### src/rtl/core/fee_ram.sv
// ----------------------------------------------------------------------------
// fee_ram
// Generic single-clock RAM, one write port and one registered read port.
// ----------------------------------------------------------------------------
module fee_ram #(
  parameter int WIDTH = 8,
  parameter int DEPTH = 16,
  localparam int AW   = (DEPTH > 1) ? $clog2(DEPTH) : 1
) (
  input  logic             clk,
  input  logic             we,
  input  logic [AW-1:0]    waddr,
  input  logic [WIDTH-1:0] wdata,
  input  logic [AW-1:0]    raddr,
  output logic [WIDTH-1:0] rdata
);

  logic [WIDTH-1:0] mem [DEPTH];

  always_ff @(posedge clk) begin
    if (we) begin
      mem[waddr] <= wdata;
    end
    rdata <= mem[raddr];
  end

endmodule

### config.mk
export PLATFORM = sky130hd
export DESIGN_NAME = fee_ram
export DESIGN_NICKNAME = d
export VERILOG_FILES = /design/src/rtl/core/fee_ram.sv
export SDC_FILE = /design/constraint.sdc
export NUM_CORES = 1
export LEC_CHECK = 0
export ABC_AREA = 0
export BUFFER_PORTS_ARGS = -buffer_cell sky130_fd_sc_hd__buf_2
export CAP_MARGIN = 20
export CORE_MARGIN = 3
export CORE_UTILIZATION = 34
export DETAILED_ROUTE_END_ITERATION = 8
export PLACE_DENSITY = 0.62
export SLEW_MARGIN = 0
export SYNTH_ARGS = -nofsm -noshare
export SYNTH_HDL_FRONTEND = slang
export SYNTH_SLANG_ARGS = --single-unit
### constraint.sdc
create_clock -name clk -period 1.56 [get_ports clk]
set_input_delay 0.078 -clock clk [delete_from_list [all_inputs] [get_ports clk]]
set_output_delay 0.078 -clock clk [all_outputs]
set_load 0.01 [all_outputs]
### After elaboration in Yosys (flattened, before gate mapping)

Memories as Yosys holds them, arrays and structs flattened. A register that Yosys moved wholly into a read port is not among the register bits.
Index checks and enable logic that the tools add are counted.
Widths: inputs -> output; s select.

* register bits after elaboration: 0
* bits in latches: 0
* memory bits (writable): 128
* memory bits (read-only): 0
* input bits: 18
* output and inout bits: 8
* word-level logic and storage cells: 3
* memories: 1

* $add $sub $neg: 0
* $mul: 0
* div/mod/pow operators: 0
* magnitude comparators: 0
* eq/ne operators: 0
* shifts and indexed selects: 0
* multiplexer cells: 2
* bitwise gates (word level): 0
* reduce and logical (&&, ||, !) cells: 0

Memory list
* mem: words 16, bits a word 8, rd ports 1, clocked after Yosys merged registers in 1, wr ports 1, RTL line 18 `logic [WIDTH-1:0] mem [DEPTH];`

Operator list (number)
* $mux 1: 2

### Depth between registers and ports, before layout

* depth in word-level cells: 2
* gate-level depth with buffers: 5
* mapped depth without buffers: 3

### Worst setup path after synthesis

OpenSTA, ideal clock, no wires.

* path kind: input port to flip-flop
* from: in waddr[2]
* to: mem mem[0][0], enable pin
* arrival: 1.188 ns
* data required time: 1.177 ns
* path slack: -0.011 ns
* cell stages on the path: 2
* cell sequence: or3b_2 -> nor3_1

RTL lines
* from (decl): RTL line 12 `input logic [AW-1:0] waddr,`
* to (decl): RTL line 18

No word-level cell before the write port.

==> metrics.md <==
| Metric | Value |
|---|---|
| Psw | 1.624 mW |
| Die ar. | 16,650 sq um |
| Total CTS buffers | 17 |
| HP Class | input port to flip-flop |
| Tcrit/Tclk final | 0.9598 |
| Total power | 8.497 mW |
| Area delta synth->final | 22.05% |
| CP peak stage delay | 0.50 ns |
| Worst-case clock buffer depth | 2 |
| Routability congestion estimate from global placement | 0.7086 |
| Comb pwr share | 0.048 |
| Max-Cap Viols | 0 |
| Max-slew violation count | 0 |
| Drt total wl | 10.74 mm |
| CTS root buffer | clkbuf_16 |
| Worst VDD drop | 775.0 uV |
| Final setup violation count | 0 |
| Ant diodes | 0 |
| DR vias | 2,458 |
| Top Metal Used | met5 |
| F_max | 667.9 MHz |
| Kind of critical path | flip-flop to flip-flop |
| Routed met2 length | 5.147 mm |
| Worst Clk Skew | 0.01375 ns |
| Seq pwr share | 0.484 |
| CTS tree | built |
| Layout Nets | 311 |
| Io pins | 26 |
| Die X-Extent | 129.0 um |
| Final Hold Vio Count | 0 |
| Vias per cell | 5.016 |
| Largest net degree at the start of global routing | 18 |
| Worst R2R Setup Slack | 0.06 ns |
| Yosys top cell area share | 0.7467 |
| Req. time, crit path | 1.85 ns |
| Startpoint Class | flip-flop |
| Core box area | 14,700 sq um |
| Worst-Margin Slew | 0.4433 ns |
| Drt pass-1 iters | 4 |
| Share of cells above drive strength 1 | 0.3399 |
| Worst Setup End Kind | flip-flop |
| Synth Warn # | 0 |
| Final HPWL DP | 7.197 mm |
| Main area contributors after synthesis | edfxtp_1 75%, mux4_2 7.9%, mux4_1 7.1%, dfxtp_1 3.1%, a22oi_1 2.3% |
| Vias in the first global route | 2,679 |
| Sequential share of the synthesized area | 0.7778 |
| Setup bufs post-CTS | 0 |
| Wire per inst | 21.92 um |
| Status | finished, final reports clean |
| Drt drc | 0 |
| Initial Utilization | 0.3502 |
| Slew headroom | 0.7044 |
| RSZ-0062 raised after global routing | false |
| Post-synthesis register bit count | 136 |
| Clock latency on the worst-skew pair | 0.42 ns |
| Cts hold-fix bufs | 0 |
| Critical-path cell list | mux4_2 -> a22oi_1 -> buf_4 -> nand2_1 |
| Cell Area, Synth | 5147 sq um |
| Die Y | 129.0 um |
| Final non-filler cell area | 6282 sq um |
| TNS Setup | 0 ns |
| Synth Net Count | 247 |
| Overflow left after global routing | 0 |
| Yosys top cell by area | edfxtp_1 |
| Sw frac | 0.1911 |
| Count of different cell masters after synthesis | 19 |
| DRT antenna net count | 0 |
| First-pass GRT wire length | 16.44 mm |
| Post-cts sizing count | 0 |
| Routed met1 length | 4.943 mm |
| Total GRT Usage | 0.1408 |
| DR iter-0 viols | 238 |
| Slowest CP cell | mux4_2 |
| Pwr/cell area | 1353 nW/um^2 |
| Core Rows | 44 |
| Initial antenna violation count | 1 |
| Lkg Pwr | 2.166 nW |
| Min cycle time layout | 1.497 ns |
| Avg Cell Area, Syn | 22.48 sq um |
| Clock power share | 0.468 |
| Critical Path AT | 1.79 ns |
| Clock sinks | 136 |
| Worst-path maximum fanout | 1 |
| Port bufs | 25 |
| CTS clk-pin slew, worst paths | 0.06 ns |
| Placed Instance Area | 5684 sq um |
| Pint | 6.874 mW |
| Cell count after synthesis | 229 |
| Met3 wire len | 556 um |
| CTS H-tree depth | 4 |
final timing paths:
path | start | end | cells after the start
setup reg to reg | mem[7][7] | rdata[7] | 4
hold reg to reg | mem[14][1] | rdata[1] | 3
hold / removal | wdata[4] | mem[6][4] | 1
setup / recovery | mem[7][7] | rdata[7] | 4
Yosys cell counts, drive strengths merged:
cell type	count
clkdlybuf4s25	3
and2	1
nor2b	1
nor3	4
mux4	32
nand3b	2
nand2b	2
nand2	9
a22oi	16
buf	7
edfxtp	128
nand3	1
and2b	1
nor2	13
or3b	1
dfxtp	8
final cells by class:
class	instances	area [sq um]
Multi-Input combinational cell	83	1062
Fill cell	1223	8417
Clock buffer	21	470.5
Sequential cell	136	4004
Clock inverter	11	127.6
Timing Repair Buffer	55	387.9
Tap cell	184	230.2
cells in the final DEF (no fill, tap or decap), drive strengths merged, types with 4 or more instances in the layout:
master and n:
edfxtp 128, clkinv 8, buf 55, a22oi 16
nor3 4, nor2 13, mux4 32, nand2 9
dfxtp 8, clkbuf 21
worst max-delay path: cells and delay by family (launching register included):
kind | cells | cell delay [ns]
AOI/OAI and AO/OA | 1 | 0.27
DFF | 1 | 0.39
and+or+nand+nor | 1 | 0.05
muxes | 1 | 0.50
buffers and inverters | 1 | 0.16
sequential cells by signal, summed over array words and instances (netlist names):
name and cells:
rdata 8, mem 128
stage by stage:
step / setup slack, ns / instances / hold WS (ns) / utilization
after global routing: 0.02933 / 490 / 0.03939 / 0.4274
after floorplan: 0.2159 / 229 / 0.1769 / -
after global placement: 0.05294 / 458 / 0.4520 / 0.3867
after detailed placement: 0.02364 / 458 / 0.4649 / 0.3867
after CTS: 0.09835 / 490 / 0.03305 / 0.4274
final: 0.06277 / 490 / 0.02800 / 0.4274
routing by layer:
layer,track usage,vias to the layer above
li1,-,1100
met1,0.1968,1279
met2,0.2155,69
met3,0.04411,8
met4,0.03891,2
met5,0,-
cell families after synthesis:
kind of cell | after synthesis | synth area share
compound gates | 16 | 0.02334
buf+inv | 10 | 0.01677
flops | 136 | 0.7778
mux | 32 | 0.1502
simple gates | 35 | 0.03184
power groups by stage:
stage | Clock [mW] | Combinational (mW) | Sequential [mW]
finish | 3.98 | 0.404 | 4.12
floorplan | 0 | 0.208 | 4.19
global route | 4.22 | 0.440 | 4.12
detailed placement | 0 | 0.413 | 4.19
global placement | 0 | 0.398 | 4.19
CTS | 4.04 | 0.413 | 4.12
Power figures use the tool's default switching activity.
