<file path="config.mk">
export PLATFORM = sky130hd
export DESIGN_NAME = fee_div
export DESIGN_NICKNAME = d
export VERILOG_FILES = /design/src/rtl/core/fee_div.sv
export SDC_FILE = /design/constraint.sdc
export NUM_CORES = 1
export LEC_CHECK = 0
export ABC_AREA = 1
export BUFFER_PORTS_ARGS = -buffer_cell sky130_fd_sc_hd__clkbuf_2
export CORE_ASPECT_RATIO = 0.6
export CORE_MARGIN = 2
export CORE_UTILIZATION = 50
export DETAILED_ROUTE_END_ITERATION = 16
export PLACE_DENSITY_LB_ADDON = 0.2
export SETUP_SLACK_MARGIN = 0.05
export SLEW_MARGIN = 10
export SYNTH_ARGS = -nofsm -noshare
export SYNTH_HDL_FRONTEND = slang
export SYNTH_SLANG_ARGS = --single-unit
</file>
<file path="constraint.sdc">
create_clock -name clk -period 3.6 [get_ports clk]
set_input_delay 0.54 -clock clk [delete_from_list [all_inputs] [get_ports clk]]
set_output_delay 0.54 -clock clk [all_outputs]
set_load 0.05 [all_outputs]
</file>
<file path="src/rtl/core/fee_div.sv">
// ----------------------------------------------------------------------------
// fee_div
// Restoring divider, one quotient bit per cycle.
// ----------------------------------------------------------------------------
module fee_div #(
  parameter int N_W  = 64,
  parameter int D_W  = 35,
  localparam int C_W = $clog2(N_W)
) (
  input  logic           clk,
  input  logic           rst,
  input  logic           start,
  input  logic [N_W-1:0] num,
  input  logic [D_W-1:0] den,
  output logic           done,
  output logic [N_W-1:0] quot
);

  logic           run;
  logic [C_W-1:0] cnt;
  logic [D_W-1:0] rem;
  logic [D_W-1:0] dr;
  logic [D_W:0]   trial;
  logic [D_W:0]   diff;

  assign trial = {rem, quot[N_W-1]};
  assign diff  = trial - {1'b0, dr};

  always_ff @(posedge clk) begin
    if (rst) begin
      run  <= 1'b0;
      done <= 1'b0;
    end else begin
      done <= run && (cnt == '0);
      if (start) begin
        run <= 1'b1;
      end else if (cnt == '0) begin
        run <= 1'b0;
      end
    end
  end

  always_ff @(posedge clk) begin
    if (start) begin
      rem  <= '0;
      quot <= num;
      dr   <= den;
      cnt  <= C_W'(N_W - 1);
    end else if (run) begin
      // keep the remainder when the trial subtraction borrows
      rem  <= diff[D_W] ? trial[D_W-1:0] : diff[D_W-1:0];
      quot <= {quot[N_W-2:0], ~diff[D_W]};
      cnt  <= cnt - 1'b1;
    end
  end

endmodule

</file>
== Word level (Yosys, flattened, before mapping) ==
Index checks and enable logic that the tools add are counted.
Operators by class
  add/sub/neg operators: 2
  multipliers: 0
  div/mod/pow operators: 0
  $lt $le $gt $ge: 0
  eq/ne operators: 0
  shift operators: 0
  mux-type cells: 5
  bitwise operators: 1
  reduce and logical (&&, ||, !) cells: 4
Operator list (number)
  64-bit two-way mux: 2
  36-bit by 35-bit subtractor with 36-bit output: 1
  35-bit two-way mux: 1
  6-bit zero test: 1
  6-bit by 1-bit subtractor with 6-bit output (second input constant): 1
  2-bit nonzero test: 2
  1-bit two-way mux: 2
  1-bit logical AND: 1
  1-bit inverter: 1
Storage, ports and cells
  bits in registers: 142
  latch bits: 0
  RAM bits: 0
  bits in read-only memories: 0
  bits of input ports: 102
  output and inout port bits: 65
  memories kept: 0

== Depth between registers and ports, before layout ==
  depth after elaboration: 4
  depth in mapped cells: 18

== Least setup slack after synthesis ==
Ideal clock, no wire load.
  kind: input to register
  start point: input port start
  end point: register quot[0] (enable)
  setup time: 418 ps
  arrival time: 2420 ps
  setup slack: 762 ps
  stages on the path: 4
  cells stage by stage: clkbuf_1 -> nor2_1 -> clkbuf_1 -> inv_1
Between the ends
  cells in the longest elaborated chain, start to end: 1
Ends and longest elaborated chain
  start: declaration: RTL line 12  | input logic start,
  2-bit nonzero test (no line)
  end signal: assignment: RTL line 46  | quot <= num;
  end signal: assignment: RTL line 52  | quot <= {quot[N_W-2:0], ~diff[D_W]};
  end: declaration: RTL line 16  | output logic [N_W-1:0] quot
No other way between the ends.
A chain may end at the register's enable or synchronous reset.

== Final worst setup path ==
  start point: register quot[63]
  end point: register rem[32]
Between the ends
  cells in the longest elaborated chain, start to end: 2
Ends and longest elaborated chain
  36-bit by 35-bit subtractor with 36-bit output: RTL line 27  | assign diff = trial - {1'b0, dr};
  35-bit two-way mux: RTL line 51  | rem <= diff[D_W] ? trial[D_W-1:0] : diff[D_W-1:0];
  end signal: assignment: RTL line 51
  end: declaration: RTL line 21  | logic [D_W-1:0] rem;
No other way between the ends.

==> impl_results.md <==
* Cell variety after synth at 38
* Sink Count at 142
* Placed Area at 0.00970 mm^2
* R2R depth at 18
* Clk_skew at 0.00919 ns
* Max clock buf depth at 2
* Min Tclk post-route at 2.66 ns
* CP dominant cell by count: nand2_1
* Placer Congestion at 0.974
* Rows at 37
* Clock transition at the registers of the reported paths at 0.06 ns
* CTS tree: built
* Final period utilization at 0.738
* Min-delay src: den[18]
* IR drop worst, VDD at 0.321 mV
* Run status: finished, final reports clean
* DRT Wirelength at 22700 um
* Final #Nets at 1480
* CTS root buf: clkbuf_16
* Design Area, Final at 0.0103 mm^2
* Multi-input logic area at 0.00398 mm^2
* HPWL Detailed at 17200 um
* # Post-CTS Setup Buffers at 0
* R2R Path End: rem[32]$_SDFFE_PP0P_
* Critical Path AT at 2.98 ns
* Worst Path Required at 3.93 ns
* Starting Density at 0.509
* Clk Latency, worst-skew pair at 0.43 ns
* Cell Area, Synth at 0.00867 mm^2
* Post-route ant nets at 0
* Final slew viol count at 0
* Hold-fix buffers at CTS at 0
* First-pass DRT Iterations at 5
* RSZ-0062 raised after global routing: no
* Critical path launch point type: register
* # DRC at 0
* Vias at 7675
* Max frequency at 376 MHz
* Worst-path cell chain: inv_1 > ha_1 > inv_1 > fa_1 > nand3_1 > nand3_1 > nand2_1 > nand2_1 > nand2_1 > nand3_1 > nand2_1 > nand2_1 > nand2_1 > nand2_1 > inv_1 > nand2_1 > nand3_2 > nand2_1
* Die height at 106 um
* Initial drt markers at 647
* Crit path capture type: register
* Static Leak at 5.56 nW
* Core ar. at 0.0170 mm^2
* Antenna violations before repair at 0
* Register area at 0.00383 mm^2
* Worst Max-Slew Pin Slew at 1.08 ns
* Fillers at 1641
* Hold path cells at 1
* H-tree depth at 4
* GRT Util Overall at 0.253
* Layout area overhead at 18.6%
* Hold Crit Class: input pin to register
* Synth Register Bits at 142
* GRT Residual Overflow at 0
* First-pass GRT wire length at 36200 um
* Pwr Total at 4.44 mW
* IO buf count at 166
* Largest net degree at the start of global routing at 66
* Pre-CTS WS at 1.03 ns
* # resized after CTS at 0
* Post-route setup slack at 0.943 ns
* I/O pins at 167
* # setup viols final at 0
* Fraction of layout cells with a size suffix above 1 at 0.183
* Syn Nets at 1317
* Sum Neg Setup Slack at 0 ns
* Worst reg2reg setup slack at 0.94 ns
* Power per cell area at 431 mW/mm^2
* Max_cap viols at 0
* CP Class: register to register
* Die X-Extent at 174 um
* Rel. slew slack at 0.280
* Reg2Reg Launch Point: quot[63]$_DFFE_PP_
* Hold Path End: dr[18]$_DFFE_PP_
* Post-Syn Instances at 1177
* Max FO, Critical Path at 4
* Sequential-to-total area share from yosys stat at 0.442
* Diodes inserted at 0
* Yosys warns at 0
* CTS buffer count at 17
* Synthesized area per cell at 7.37 um^2
* Hold Vio Cnt, Final at 0
* CP max stage cell: fa_1
* Max stage delay on crit path at 0.44 ns
* WL/cell at 14.3 um
* Via density at 4.84
* Die area at 0.0185 mm^2
* Vias in the first global route at 6970
==> worst max-delay path by stage <==
stage	from	to	slack (ns)	depth (start not counted)
after floorplan	start	quot[0]$_DFFE_PP_	0.76	4
after global placement	quot[63]$_DFFE_PP_	rem[32]$_SDFFE_PP0P_	0.99	18
after detailed placement	quot[63]$_DFFE_PP_	rem[32]$_SDFFE_PP0P_	1.03	18
after CTS	quot[63]$_DFFE_PP_	rem[32]$_SDFFE_PP0P_	1.01	18
after global routing	quot[63]$_DFFE_PP_	rem[32]$_SDFFE_PP0P_	0.77	18
final	quot[63]$_DFFE_PP_	rem[32]$_SDFFE_PP0P_	0.94	18
==> cell type report <==
cell class,count,share of cell area
tap,234,0.0285
inverter,192,0.0701
multi-input combinational,816,0.387
clock buffer,22,0.0461
clock inverter,10,0.0107
timing repair buffer,171,0.0847
sequential,142,0.373
==> worst max-delay path, delay by kind of cell, from the launching register on <==
kind | cells | cell delay [ns]
adder cells (fa/ha/maj) | 2 | 0.59
buffers and inverters | 3 | 0.23
flip-flops | 1 | 0.40
AND/OR/NAND/NOR | 13 | 1.34
==> sequential cells by signal (all words and copies together), names as in the netlist <==
name,count
quot,64
dr,35
rem,35
cnt,6
done,1
run,1
==> cell usage after synthesis <==
library cell	instances	area, um^2
nand3_2	12	120
nand2_2	3	18.8
nand3b_2	1	11.3
nor2_4	2	22.5
o21ai_1	5	25.0
xor2_1	5	43.8
or2_1	1	6.26
nor2_2	1	6.26
nand3b_1	1	7.51
buf_6	2	22.5
a21boi_0	1	7.51
a21oi_1	31	155
xnor2_1	15	131
a21oi_2	4	35.0
buf_12	1	20.0
inv_2	5	18.8
buf_4	3	22.5
dfxtp_1	43	861
nand3_1	63	315
a21o_1	1	7.51
o21ai_0	20	100
nand2_1	516	1940
nor3_2	1	10.0
nand2b_1	1	6.26
and2_4	1	8.76
nand2_8	1	20.0
a22oi_1	1	7.51
nor2_1	58	218
and2_1	1	6.26
nor3_1	7	35.0
ha_1	37	463
inv_1	187	702
o21bai_1	3	22.5
nand4_1	8	50.1
clkbuf_1	21	78.8
edfxtp_1	99	2970
nand2_4	14	158
fa_1	1	20.0
==> metal layers <==
metal / GRT usage / share of wire / up-vias
li1: - / - / 3984
met1: 0.391 / 0.52 / 3442
met2: 0.349 / 0.39 / 234
met3: 0.0669 / 0.079 / 15
met4: 0.0540 / 0.0075 / 0
met5: 0 / 0 / -
==> cells in the final DEF (no fill, tap or decap), drive strengths merged <==
master	instances
and2	2
nor3	8
a21oi	35
a21boi	1
a22oi	1
nand4	8
nand2b	1
clkbuf	187
a21o	1
nand3	75
nor2	61
o21ai	25
nand3b	2
buf	6
xnor2	15
or2	1
nand2	534
clkinvlp	2
dfxtp	43
clkinv	4
inv	194
fa	1
edfxtp	99
bufinv	2
o21bai	3
xor2	5
ha	37
==> cells by family after synthesis <==
group | Yosys count | share of synthesized area
compound gates | 66 | 0.0415
xor+xnor | 20 | 0.0202
fa+ha+maj | 38 | 0.0557
buf+inv | 219 | 0.0997
flops | 142 | 0.442
simple gates | 692 | 0.341
==> where the power goes <==
part | switching (mW) | leakage, nW | internal [mW]
clock network | 0.684 | 0.282 | 1.07
logic | 0.553 | 3.93 | 0.191
registers | 0.0524 | 1.35 | 1.88
==> per-stage QoR <==
| step | hold WS, ns | util | instances |
|---|---|---|---|
| 2_1_floorplan | 0.449 | - | 1177 |
| 3_3_place_gp | 0.463 | 0.569 | 1555 |
| 3_5_place_dp | 0.464 | 0.569 | 1555 |
| 4_1_cts | 0.268 | 0.604 | 1587 |
| 5_1_grt | 0.270 | 0.604 | 1587 |
| 6_report | 0.283 | 0.604 | 1587 |
Note: power is estimated with default switching activity, not from simulation.
