==> config.mk <==
export PLATFORM = sky130hd
export DESIGN_NAME = fee_log2
export DESIGN_NICKNAME = d
export VERILOG_FILES = /design/src/rtl/core/fee_pkg.sv /design/src/rtl/core/fee_log2.sv
export SDC_FILE = /design/constraint.sdc
export NUM_CORES = 2
export LEC_CHECK = 0
export BUFFER_PORTS_ARGS = -buffer_cell sky130_fd_sc_hd__buf_2
export CAP_MARGIN = 20
export CORE_ASPECT_RATIO = 1.75
export CORE_MARGIN = 2
export CORE_UTILIZATION = 40
export CTS_CLUSTER_SIZE = 12
export DETAILED_ROUTE_END_ITERATION = 16
export PLACE_DENSITY = 0.57
export REMOVE_ABC_BUFFERS = 1
export SETUP_SLACK_MARGIN = 0.05
export SKIP_CTS_REPAIR_TIMING = 1
export SYNTH_ARGS = -nofsm -noshare
export SYNTH_HDL_FRONTEND = slang
export SYNTH_SLANG_ARGS = --single-unit
export TNS_END_PERCENT = 20
==> constraint.sdc <==
create_clock -name clk -period 23.7 [get_ports clk]
set_input_delay 1.185 -clock clk [delete_from_list [all_inputs] [get_ports clk]]
set_output_delay 1.185 -clock clk [all_outputs]
set_load 0.1 [all_outputs]
==> src/rtl/core/fee_pkg.sv <==
// ----------------------------------------------------------------------------
// fee_pkg
// Shared types, codes and constants for the feature entropy energy block.
// ----------------------------------------------------------------------------
package fee_pkg;

  localparam int TABLE_DEPTH_DEF = 256;
  localparam int KEY_W           = 32;
  localparam int HIT_W           = 16;
  localparam int ENTRY_W         = 9;
  localparam int ENERGY_W        = 32;
  localparam int GLOB_W          = 24;
  localparam int TIME_W          = 32;
  localparam int MUT_W           = 32;
  localparam int CFG_IDX_W       = 2;
  localparam int CFG_DATA_W      = 32;
  localparam int LOG_FRAC_W      = 24;
  localparam int MANT_W          = 32;
  localparam int SCORE_W         = 9;
  localparam int QUOT_W          = 64;

  localparam logic [31:0] LN2_Q32    = 32'hB17217F8;
  localparam logic [63:0] ENERGY_MAX = 64'h0000_0000_FFFF_FFFF;

  localparam logic [CFG_IDX_W-1:0] CFG_SCALE = 2'd0;
  localparam logic [CFG_IDX_W-1:0] CFG_UNIT  = 2'd1;

  localparam logic [1:0] CMD_COUNT  = 2'd0;
  localparam logic [1:0] CMD_DELETE = 2'd1;
  localparam logic [1:0] CMD_ENERGY = 2'd2;

  localparam logic [1:0] ST_OK       = 2'd0;
  localparam logic [1:0] ST_CHANGED  = 2'd1;
  localparam logic [1:0] ST_NOTFOUND = 2'd2;
  localparam logic [1:0] ST_FULL     = 2'd3;

  localparam logic [SCORE_W-1:0] SC_10  = 9'd10;
  localparam logic [SCORE_W-1:0] SC_25  = 9'd25;
  localparam logic [SCORE_W-1:0] SC_50  = 9'd50;
  localparam logic [SCORE_W-1:0] SC_75  = 9'd75;
  localparam logic [SCORE_W-1:0] SC_100 = 9'd100;
  localparam logic [SCORE_W-1:0] SC_150 = 9'd150;
  localparam logic [SCORE_W-1:0] SC_200 = 9'd200;
  localparam logic [SCORE_W-1:0] SC_300 = 9'd300;

  typedef struct packed {
    logic [1:0]        cmd;
    logic [KEY_W-1:0]  feature_id;
    logic [GLOB_W-1:0] global_features;
    logic [MUT_W-1:0]  mutation_count;
    logic [TIME_W-1:0] average_time;
  } fee_req_t;

  typedef struct packed {
    logic [1:0]          status;
    logic [ENERGY_W-1:0] energy_value;
    logic [ENTRY_W-1:0]  entry_count;
  } fee_rsp_t;

  typedef enum logic [1:0] {
    LG_IDLE,
    LG_NORM,
    LG_ITER
  } fee_log_state_t;

  typedef enum logic [4:0] {
    S_IDLE,
    S_SCAN,
    S_CMP,
    S_INS_RD,
    S_INS_WR,
    S_DEL_RD,
    S_DEL_WR,
    S_E_RD,
    S_E_LOG,
    S_E_WAIT,
    S_E_A,
    S_E_AW,
    S_E_S,
    S_E_SW,
    S_E_D,
    S_E_DW,
    S_E_H,
    S_E_SC
  } fee_state_t;

endpackage

==> src/rtl/core/fee_log2.sv <==
// ----------------------------------------------------------------------------
// fee_log2
// Sequential fixed-point log2: shift-normalize one bit a cycle, then one
// squaring step per fraction bit.
// ----------------------------------------------------------------------------
module fee_log2
  import fee_pkg::*;
#(
  parameter int X_W    = 35,
  localparam int E_W   = $clog2(X_W),
  localparam int LOG_W = E_W + LOG_FRAC_W
) (
  input  logic             clk,
  input  logic             rst,
  input  logic             start,
  input  logic [X_W-1:0]   x,
  output logic             done,
  output logic [LOG_W-1:0] result
);

  fee_log_state_t state, state_next;
  logic [X_W-1:0]        xr;
  logic [E_W-1:0]        expo;
  logic [MANT_W-1:0]     mant;
  logic [LOG_FRAC_W-1:0] frac;
  logic [4:0]            step;
  logic [2*MANT_W-1:0]   sq_full;
  logic [MANT_W:0]       sq;

  assign sq_full = mant * mant;
  assign sq      = sq_full[2*MANT_W-1:MANT_W-1];

  always_ff @(posedge clk) begin
    if (rst) begin
      state <= LG_IDLE;
      done  <= 1'b0;
    end else begin
      state <= state_next;
      done  <= (state == LG_ITER) && (step == 5'(LOG_FRAC_W - 1));
    end
  end

  always_comb begin
    state_next = state;
    unique case (state)
      LG_IDLE: if (start) state_next = LG_NORM;
      LG_NORM: if (xr[X_W-1] || (expo == '0)) state_next = LG_ITER;
      LG_ITER: if (step == 5'(LOG_FRAC_W - 1)) state_next = LG_IDLE;
      default: state_next = LG_IDLE;
    endcase
  end

  always_ff @(posedge clk) begin
    unique case (state)
      LG_IDLE: begin
        xr   <= x;
        expo <= E_W'(X_W - 1);
      end
      LG_NORM: begin
        if (xr[X_W-1] || (expo == '0)) begin
          mant <= xr[X_W-1 -: MANT_W];
          step <= '0;
        end else begin
          xr   <= {xr[X_W-2:0], 1'b0};
          expo <= expo - 1'b1;
        end
      end
      LG_ITER: begin
        frac <= {frac[LOG_FRAC_W-2:0], sq[MANT_W]};
        mant <= sq[MANT_W] ? sq[MANT_W:1] : sq[MANT_W-1:0];
        step <= step + 1'b1;
        if (step == 5'(LOG_FRAC_W - 1)) begin
          result <= {expo, frac[LOG_FRAC_W-2:0], sq[MANT_W]};
        end
      end
      default: ;
    endcase
  end

endmodule

### Yosys cells after proc, flatten, opt, wreduce, memory -nomap -nowiden

Cells that the tools add are included.
Widths: inputs -> output; s select.

| operators by class | value |
|---|---|
| add/subtract/negate cells | 2 |
| $mul | 1 |
| eq/ne operators | 7 |
| mux-type cells | 13 |
| reduce and logical (&&, ||, !) cells | 10 |

Operator list:

| cell | number |
|---|---|
| $pmux 35 s2 | 1 |
| $mul 32x32->64 | 1 |
| $mux 32 | 2 |
| $pmux 32 s2 | 1 |
| $mux 35 | 1 |
| $pmux 6 s2 | 1 |
| $pmux 5 s2 | 1 |
| $logic_not 6->1 | 1 |
| $mux 2 | 3 |
| $mux 6 | 1 |
| $ne 2x2->1 const B | 3 |
| $pmux 2 s3 | 1 |
| $reduce_and 2->1 | 3 |
| $sub 6x1->6 const B | 1 |
| $add 5x1->5 const B | 1 |
| $eq 5x5->1 const B | 1 |
| $mux 5 | 1 |
| $reduce_bool 2->1 | 2 |
| $reduce_and 3->1 | 1 |
| $eq 2x1->1 const B | 1 |
| $eq 2x2->1 const B | 1 |
| $logic_not 2->1 | 1 |
| $ne 2x1->1 const B | 1 |
| $logic_and 1x1->1 | 1 |
| $logic_or 1x1->1 | 1 |

| word-level totals | value |
|---|---|
| bits in registers | 134 |
| bits of input ports | 38 |
| output and inout port bits | 31 |
| logic and storage cells | 41 |

### Depth between registers and ports, before layout

| logic depth | value |
|---|---|
| word-level depth | 4 |
| gate-level depth with buffers | 33 |
| gate-level depth less buffers | 29 |

### Least setup slack after synthesis

Ideal clock, no wire load.

| timing | value |
|---|---|
| path kind | register to register |
| from | reg mant[19] |
| to | reg mant[26] (data pin) |
| data arrival time | 7.490 ns |
| data required time | 23.443 ns |
| path slack | 15.953 ns |
| stages on the path, launching flop included | 27 |
| buffers on the path | 3 |
| period minus slack after synthesis | 7.747 ns |
| path through | edfxtp_1 -> clkbuf_1 -> clkbuf_1 -> nand2_1 -> fa_1 -> inv_1 -> fa_1 -> inv_1 -> fa_1 -> fa_1 -> inv_1 -> fa_1 -> fa_1 -> fa_1 -> inv_1 -> fa_1 -> inv_1 -> ha_1 -> nand4_1 -> or4_1 -> o31ai_2 -> a41o_2 -> xnor2_4 -> inv_4 -> buf_6 -> and2_1 -> o22a_1 |

| on the way | value |
|---|---|
| cells in the longest elaborated chain, start to end | 3 |

Ends and longest elaborated chain:

| element | RTL line | RTL |
|---|---|---|
| start: declaration | fee_log2.sv:24 | `logic [MANT_W-1:0] mant;` |
| start signal: assignment | fee_log2.sv:61 | `mant <= xr[X_W-1 -: MANT_W];` |
| start signal: assignment | fee_log2.sv:70 | `mant <= sq[MANT_W] ? sq[MANT_W:1] : sq[MANT_W-1:0];` |
| $mul 32x32->64 | fee_log2.sv:30 | `assign sq_full = mant * mant;` |
| named net sq_full[63] | fee_log2.sv:27 | `logic [2*MANT_W-1:0] sq_full;` |
| $mux 32 | fee_log2.sv:70 |  |
| $pmux 32 s2 | fee_log2.sv:54 | `unique case (state)` |

The timed path passes the listed nets, and every way through them passes these cells.
A chain may end at the register's enable or synchronous reset.

### Worst setup path in the final report

| timing | value |
|---|---|
| from | reg mant[16] |
| to | reg mant[28] (data pin) |

| on the way | value |
|---|---|
| cells in the longest elaborated chain, start to end | 3 |

Ends and longest elaborated chain:

| element | RTL line |
|---|---|
| $mul 32x32->64 | fee_log2.sv:30 |
| $mux 32 | fee_log2.sv:70 |
| $pmux 32 s2 | fee_log2.sv:54 |

No other way between the ends.

==> run summary <==
status - complete, no violations
Arrival @ worst endpoint - 9.85 ns
Total Nets Final - 4686
Commonest cells post-synth - inv_1, fa_1, nand2_1
critical path launch point type - flop
main combinational cell family by area after synthesis - adder cells
clock buffer depth - 2
Synthesis Warnings - 0
row cnt - 142
Clock Pin Slew Worst Setup and Hold Paths - 0.06 ns
DRT iter0 DRCs - 1102
Final Hold Fails - 0
top-count cell post-synth - inv_1
reg-to-reg slack, setup - 14.04 ns
Synth area leader - fa_1
initial cell density of the core - 40.4%
Area Growth Syn to Fin - 6.11%
post-route minimum period - 9.66 ns
largest net degree at the start of global routing - 65
fmax - 104 MHz
Maximum Capacitance Violations - 0
hpwl dp - 77.7 mm
HP Start - frac[22]
# DRC - 0
Post-synth EDFFs - 131
slowest stage cell, crit path - xnor2_4
CP top delay family - adder cells
CTS tree - built
die area - 88700 µm²
CP Class - flop to flop
mux contribution to synthesized area - 0.736%
Hold/Removal Path Class - flop to flop
slew at the pin closest to its max-slew limit - 1.07 ns
Worst slew margin - 28.5%
largest fanout on the critical path - 27
Tcrit/Tclk final - 40.8%
clk_lat worst skew - 0.41 ns
height of the chip - 392 µm
flops & latches, synth - 134
number of global-route vias before repair - 27600
Core Region - 85500 µm²
vias per cell - 5.03
RSZ-0062 raised after global routing - no
initial antenna violation count - 0
Cell Count Post-Placement - 4687
Synth Area in Compound Gates - 4.98%
main area contributors after synthesis - fa_1, edfxtp_1, ha_1, inv_1, nand2_1
netlist area before placement - 34500 µm²
r2r endpoint - mant[28]
H-tree lvl count - 4
Synth Area per Inst - 9.68 µm²
Critical Path RT - 23.89 ns
worst r2r src - mant[16]
gr usage total - 23.0%
Fillers - 8477
I/O Buffers - 68
Finished Core Util - 42.8%
non-filler instance count after layout - 4718
Post-Synthesis Cells - 3563
fin. max-slew vios - 0
Antenna Cells - 0
area share of fa/ha/maj cells after synthesis - 56.9%
I/O pin cnt - 69
Worst Hold Endpoint - result[23]
via count - 23700
xor-xnor portion of the synthesized cell area - 2.14%
sequential share of the synthesized area - 11.6%
CP peak stage delay - 0.83 ns
root buffer selected by CTS - clkbuf_16
Sink Count - 134
element type at the critical path end - flop
TNS Setup - 0 ns
Die Wd - 226 µm
depth of the worst hold-timing path - 0
number of antenna-violating nets in the routed design - 0
Critical path buffers and inverters - 7
number of buffers created by CTS - 17
Pre-antenna DRT Iters - 5
first-pass GRT wire length - 152 mm
final wirelength - 96.5 mm
Final Setup Violations - 0
Finished Cell Area - 36600 µm²
Crit path top cell by count - fa_1
fraction of layout cells with a size suffix above 1 - 4.71%
Placement Cell Area - 36100 µm²
gr ovfl total - 0
Synth top area share - 45.9%
final RePlAce weighted congestion - 0.953
Post-synth top flop - edfxtp_1
WL per Instance - 20.5 µm
Async S/R FF share, synth - 0%
Synth cell types - 66
area share of and/or/nand/nor cells after synthesis - 11.4%
Reg2Reg Depth - 28
clk_skew - 0.00789 ns
## sequential cells by signal (all words and copies together), names as in the netlist
register / count
step: 5
done: 1
state: 2
mant: 32
frac: 23
result: 30
xr: 35
expo: 6
## final cells by class
class / instances / area (µm²) / area share (%)
sequential: 134 / 3990 / 10.9
tap: 1152 / 1440 / 3.94
inverter: 987 / 3710 / 10.1
clock buffer: 19 / 433 / 1.18
clock inverter: 12 / 106 / 0.291
timing repair buffer: 108 / 641 / 1.75
multi-input combinational: 2306 / 26300 / 71.8
## layout by cell type (no fill, tap or decap), types with 5 or more instances in the layout
| cell | instances |
|---|---|
| o21ai_0 | 61 |
| nand2_1 | 427 |
| nor3_1 | 14 |
| o31ai_1 | 6 |
| xnor2_1 | 38 |
| a31oi_1 | 17 |
| a31o_2 | 8 |
| o211ai_1 | 5 |
| o21a_1 | 8 |
| nor2b_1 | 10 |
| ha_1 | 303 |
| fa_1 | 791 |
| nand4_1 | 17 |
| mux2i_1 | 22 |
| buf_2 | 68 |
| nor2_1 | 85 |
| a21o_1 | 30 |
| edfxtp_1 | 131 |
| buf_4 | 40 |
| a21oi_1 | 76 |
| inv_1 | 986 |
| and2_1 | 238 |
| nand3_1 | 16 |
| a211oi_1 | 8 |
| xor2_1 | 43 |
| or2_2 | 7 |
| clkbuf_16 | 17 |
| o21bai_1 | 13 |
## per-layer routing
layer	share of wire (%)	global-route usage [%]	wire, µm	up-vias
met2	58	46.5	56300	610
met3	3.4	1.79	3280	293
met5	0	0	0	-
met4	6.6	12.3	6340	0
met1	32	22.6	30600	12300
li1	-	-	-	10500
## worst max-delay path by stage
stage              from  depth (start not counted)  endpoint  slack (ns)
5_1_grt        mant[16]                         28  mant[28]       13.60
4_1_cts         mant[7]                         28  mant[28]       14.14
3_3_place_gp    mant[7]                         28  mant[28]       14.24
6_report       mant[16]                         28  mant[28]       14.04
2_1_floorplan   mant[2]                         26  mant[30]       15.55
3_5_place_dp    mant[7]                         28  mant[28]       14.15
## metrics by stage
step,hold WS (ns),setup slack [ns]
finish,0.426,14.04
global route,0.444,13.60
CTS,0.432,14.14
detailed placement,0.418,14.15
global placement,0.407,14.24
floorplan,0.400,15.55
## cell families (layout without fill, tap and decap cells)
| group | Yosys count | in the layout |
|---|---|---|
| buf+inv | 1123 | 1126 |
| fa+ha+maj | 1094 | 1094 |
| simple gates | 835 | 835 |
| compound gates | 270 | 270 |
| flops | 134 | 134 |
| xor+xnor | 82 | 82 |
| mux | 25 | 25 |
Power is not shown: default switching activity piles up to over one toggle a cycle in this logic, so the estimate is an artifact.
